$ cat src/rtl/mexp_pkg.sv
// Shared types and constants for the modular exponentiation block.
// No dependencies; used by every module under rtl/.
package mexp_pkg;

    localparam int OPERAND_WIDTH = 32;
    localparam int PORT_WIDTH    = 32;
    localparam int PROD_WIDTH    = 2 * OPERAND_WIDTH;
    localparam int CNT_WIDTH     = $clog2(PROD_WIDTH + 1);

    typedef logic [OPERAND_WIDTH-1:0] operand_t;
    typedef logic [PROD_WIDTH-1:0]    product_t;
    typedef logic [CNT_WIDTH-1:0]     count_t;

    typedef struct packed {
        logic load;       // latch operands of the accepted word
        logic init_acc;   // acc <= 1 mod m
        logic start_a;    // lane A: acc * pw mod m
        logic start_b;    // lane B: pw * pw (or pw * 1) mod m
        logic sel_one;    // lane B second operand is 1
        logic take_pw;    // pw <= lane B result
        logic update;     // one exponent bit done
        logic publish;    // load output register
    } cmd_t;

    typedef struct packed {
        logic mod_zero;
        logic expo_zero;
        logic a_done;
        logic b_done;
        logic out_free;
    } status_t;

endpackage

$ cat src/rtl/mexp_ctrl.sv
// Controller: sequences operand load, base reduction and the exponent bit
// loop. Depends on mexp_pkg.
module mexp_ctrl
(
    input  logic              clk,
    input  logic              rst_n,
    input  logic              s_tvalid,
    output logic              s_tready,
    input  mexp_pkg::status_t status,
    output mexp_pkg::cmd_t    cmd
);

    localparam logic [2:0] ST_IDLE     = 3'd0;
    localparam logic [2:0] ST_CHECK    = 3'd1;
    localparam logic [2:0] ST_RED_WAIT = 3'd2;
    localparam logic [2:0] ST_LOOP     = 3'd3;
    localparam logic [2:0] ST_MUL_WAIT = 3'd4;
    localparam logic [2:0] ST_FINISH   = 3'd5;

    logic [2:0] state_reg, state_next;

    always_comb
    begin
        state_next = state_reg;
        cmd        = '0;
        s_tready   = 1'b0;
        case (state_reg)
            ST_IDLE:
            begin
                s_tready = 1'b1;
                if (s_tvalid)
                begin
                    cmd.load   = 1'b1;
                    state_next = ST_CHECK;
                end
            end
            ST_CHECK:
            begin
                if (status.mod_zero)
                begin
                    state_next = ST_FINISH;
                end
                else
                begin
                    cmd.init_acc = 1'b1;
                    cmd.start_b  = 1'b1;
                    cmd.sel_one  = 1'b1;
                    state_next   = ST_RED_WAIT;
                end
            end
            ST_RED_WAIT:
            begin
                if (status.b_done)
                begin
                    cmd.take_pw = 1'b1;
                    state_next  = ST_LOOP;
                end
            end
            ST_LOOP:
            begin
                if (status.expo_zero)
                begin
                    state_next = ST_FINISH;
                end
                else
                begin
                    cmd.start_a = 1'b1;
                    cmd.start_b = 1'b1;
                    state_next  = ST_MUL_WAIT;
                end
            end
            ST_MUL_WAIT:
            begin
                if (status.a_done && status.b_done)
                begin
                    cmd.update = 1'b1;
                    state_next = ST_LOOP;
                end
            end
            ST_FINISH:
            begin
                if (status.out_free)
                begin
                    cmd.publish = 1'b1;
                    state_next  = ST_IDLE;
                end
            end
            default:
            begin
                state_next = ST_IDLE;
            end
        endcase
    end

    always_ff @(posedge clk or negedge rst_n)
    begin
        if (!rst_n)
        begin
            state_reg <= ST_IDLE;
        end
        else
        begin
            state_reg <= state_next;
        end
    end

endmodule

$ cat config.mk
export PLATFORM = sky130hd
export DESIGN_NAME = mexp_ctrl
export DESIGN_NICKNAME = d
export VERILOG_FILES = /design/src/rtl/mexp_pkg.sv /design/src/rtl/mexp_ctrl.sv
export SDC_FILE = /design/constraint.sdc
export NUM_CORES = 1
export LEC_CHECK = 0
export ABC_CLOCK_PERIOD_IN_PS = 1800
export BUFFER_PORTS_ARGS = -buffer_cell sky130_fd_sc_hd__buf_2
export CAP_MARGIN = 20
export CORE_AREA = 2 2 39 41
export CTS_BUF_LIST = sky130_fd_sc_hd__clkbuf_16
export CTS_CLUSTER_SIZE = 10
export DETAILED_ROUTE_END_ITERATION = 8
export DIE_AREA = 0 0 41 43
export PLACE_DENSITY = 0.47
export SYNTH_ARGS = -nofsm -noshare
export SYNTH_HDL_FRONTEND = slang
export SYNTH_SLANG_ARGS = --single-unit
export TNS_END_PERCENT = 100
$ cat constraint.sdc
create_clock -name clk -period 1.8 [get_ports clk]
set_input_delay 0 -clock clk [delete_from_list [all_inputs] [get_ports clk]]
set_output_delay 0 -clock clk [all_outputs]
set_load 0.02 [all_outputs]
; After elaboration in Yosys (flattened, before gate mapping)
; Cells that the tools add are included.
[word_totals]
n_memories = 0
out_inout_bits = 9
ram_bits = 0
regBits = 3
latchBits = 0
inputBits = 8
mem_bits_ro = 0
[classes]
addsub = 0
muxes = 23
eq_ne = 9
bitwise = 0
n_lt_le_gt_ge = 0
n_mul = 0
shift = 0
n_reduce_logical = 3
div_mod_pow = 0
[op_table]
columns = cell, n
row1 = 3-bit case mux with 6 select lines, 1
row2 = 3-bit 2-to-1 mux, 5
row3 = 1-bit 2-to-1 mux, 14
row4 = 2-bit != test (second input constant), 4
row5 = 3-bit by 2-bit equality test with 1-bit output (second input constant), 2
row6 = 3-bit equality test (second input constant), 2
row7 = 2-bit 2-to-1 mux, 2
row8 = 4-bit AND reduction, 1
row9 = 3-bit by 1-bit equality test with 1-bit output (second input constant), 1
row10 = 3-bit zero test, 1
row11 = 1-bit case mux with 2 select lines, 1
row12 = 1-bit logical AND, 1

; Depth between registers and ports, before layout
[logic_depth]
depth_word = 3
depth_mapped = 5
mapped_depth_nobuf = 3

; Worst setup path after synthesis
; No wires, ideal clock.
[synth_path]
kind = register to output
startpoint = register state_reg[1]
endpoint = output port cmd[7] in the netlist's numbering
slack_ps = 459
t_arrival_ps = 1341
path_stages_with_launch = 4
cell_sequence = dfrtp_1 buf_6 nor3_1 and2_1
[synth_lines]
columns = element, line_no
row1 = "start, declared", mexp_ctrl.sv:20  ; logic [2:0] state_reg, state_next;
row2 = "start signal, assigned", mexp_ctrl.sv:103  ; state_reg <= state_next;
row3 = "end, declared", mexp_ctrl.sv:10  ; output mexp_pkg::cmd_t cmd

==> impl_metrics.tcl <==
set metrics [dict create \
    std_cell_rows 14 \
    required_ps 1800 \
    setup_ws_ps 485 \
    worstMarginPinSlew_ps 359 \
    clk_pin_slew_ps 30 \
    worstHoldStart "status[4]" \
    synthTopCellsByCount "nand2_1 (4), dfrtp_1 (3), inv_1 (3)" \
    synth_edf_count 0 \
    grt_pass1_vias 289 \
    via_per_inst 4.30 \
    powerDensity_mw_per_mm2 1890 \
    synth_top_area_share_pct 26.5 \
    synth_seq_cells 3 \
    synth_cells 35 \
    synthToLayoutAreaGrowth_pct 57.5 \
    dieArea_mm2 0.00176 \
    numClockSinks 3 \
    tritoncts "done" \
    cts_hold_buf 1 \
    status "finished clean" \
    synth-seq-area-share_pct 26.5 \
    total_leakage_power_nw 0.243 \
    gp_congestion 0.785 \
    cts_buffers 3 \
    yosysUniqueCellTypes 24 \
    critPathMaxFanout 9 \
    final-setup-viol-count 0 \
    hold_path_class "in2reg" \
    overflow 0 \
    antenna_cells 0 \
    clk_path_buf_depth 2 \
    share_comb_of_total_power_pct 38.8 \
    drt-initial-drc-count 2 \
    synthArstFlopShare_pct 100 \
    clk-insertion-delay-late_ps 220 \
    startpoint_type "flop" \
    drtPass1Iterations 3 \
    vias 297 \
    dp_hpwl_um 569 \
    hold-path-endpoint "state_reg[2]" \
    grt_max_degree 11 \
    seq_power_share_pct 20.4 \
    arrival_ps 1320 \
    ios 17 \
    start_util_pct 20.4 \
    yosys.cell_count.top_type "nand2_1" \
    ys_warn_count 0 \
    rr_startpoint "state_reg[2]" \
    grt_first_pass_wirelength_um 1160 \
    rsz0062_at_grt "no" \
    remaining_drc_errors 0 \
    rrSetupSlack_ps 600 \
    die_w_um 41 \
    path_delay_family "flip-flops" \
    die_y_um 43 \
    power_switching_uw 313 \
    yosys_most_used_dff "dfrtp_1" \
    slew_headroom_pct 76.1 \
    switching_share_pct 37.0 \
    cts_resized 0 \
    htree_levels 1 \
    max_clock_freq_mhz 760 \
    slowest_stage "dfrtp_1" \
    antenna_found_initial 0 \
    synth_fp_nets 43 \
    netlist_area_um2 283 \
    port_buffers 16 \
    hold_viol_final 0 \
    place_ws_ps 601 \
    skew_ps 0.692 \
    drtAntennaViolNets 0 \
    largest_reg_flops 3 \
    maxCapViolCount 0 \
    crit_type "reg2out" \
    r2r-end "state_reg[0]" \
    cts_root_buf "clkbuf_16" \
    worst_setup_path_end_kind "output port" \
    intPower_uw 531 \
    path_buf_inv 1 \
    fin_tns_setup_ps 0 \
    slowest_delay_ps 500 \
    post-route-period-util_pct 73.1 \
    synth_top_area_cell "dfrtp_1" \
    avgSynthCellArea_um2 8.08 \
    path_cells "nor2b_1, and3_1, buf_2" \
    hold_depth 3 \
    fin_crit_ps 1320 \
    slew_viol_final 0 \
    synth_area_leaders "dfrtp_1 (27%), buf_4 (5.3%), nand2_1 (5.3%), nand2b_4 (4.9%), nor2b_1 (4.4%)" \
    layout.nets 62 \
    ir_drop_mv 0.494 \
    reg2regPathDepth 3 \
    core-area_mm2 0.00138 \
    wl_per_cell_um 10.1 \
    drive_gt1_share_pct 43.4 \
    cts_setup_buffers 0 \
    clkPwrFrac_pct 40.8 \
    routed_wl_um 698 \
    grt_use_total_pct 9.97 \
]
==> power by group through the flow <==
| stage | Clock, mW | Combinational, mW | Sequential (mW) |
|---|---|---|---|
| after floorplan | 0 | 0.320 | 0.120 |
| after detailed placement | 0 | 0.331 | 0.172 |
| after CTS | 0.349 | 0.333 | 0.172 |
| final | 0.344 | 0.328 | 0.172 |
| after global placement | 0 | 0.326 | 0.175 |
| after global routing | 0.358 | 0.363 | 0.182 |
==> kinds of logic (layout without fill, tap and decap cells) <==
group / after synthesis / after routing / synth area share [%]
simple gates: 17 / 17 / 36.7
compound gates: 8 / 8 / 19.9
buf+inv: 6 / 24 / 13.3
flops: 3 / 3 / 26.5
mux: 1 / 1 / 3.54
==> final cells by class <==
type / count / area (um^2)
fillers: 155 / 938
flip-flops and latches: 3 / 75.1
repair buffers: 17 / 90.1
inverters: 3 / 11.3
clock buffers: 3 / 75.1
multi-input cells: 26 / 170
clock inverters: 1 / 3.75
well taps: 16 / 20.0
==> per-layer routing <==
layer  vias to the layer above  routed length (um)  global-route usage (%)
li1                        159                   -                       -
met1                       128                 333                    13.6
met2                        10                 321                    13.1
met3                         0                  43                    3.14
met4                         0                   0                    6.00
met5                         -                   0                       0
==> worst reg2reg max path: stages, from the launching register on <==
cell and delay [ps]:
dfrtp_1 540, o21ai_0 150, o2bb2ai_1 140, o221a_1 250
==> metrics by stage <==
| stage | cell area, um^2 | utilization (%) | instances | power, mW | hold slack (ps) |
|---|---|---|---|---|---|
| after floorplan | 283 | - | 35 | 0.439 | -296 |
| after global placement | 357 | 25.8 | 64 | 0.501 | -200 |
| after detailed placement | 357 | 25.8 | 64 | 0.503 | -201 |
| after CTS | 445 | 32.2 | 69 | 0.854 | 92.2 |
| after global routing | 445 | 32.2 | 69 | 0.902 | 102 |
| final | 445 | 32.2 | 69 | 0.844 | 83.7 |
==> worst max-delay path by stage <==
stage / slack (ps) / to / cells past startpoint / startpoint
after floorplan: 460 / cmd[7] / 3 / state_reg[1]
after global placement: 620 / state_reg[0] / 3 / state_reg[2]
after detailed placement: 600 / state_reg[0] / 3 / state_reg[2]
after CTS: 460 / cmd[2] / 3 / state_reg[1]
after global routing: 360 / cmd[4] / 4 / state_reg[1]
final: 480 / cmd[2] / 3 / state_reg[1]
==> cells in the final DEF, fill, tap and decap left out, types with 2 or more instances in the layout <==
cell type | synthesis | final
nor2_1 | 2 | 2
clkbuf_16 | 0 | 3
nand2_1 | 4 | 4
nor2b_1 | 2 | 2
buf_2 | 0 | 16
o21ai_0 | 2 | 2
inv_1 | 3 | 4
dfrtp_1 | 3 | 3
No activity file was read; power rests on OpenSTA's default activity.
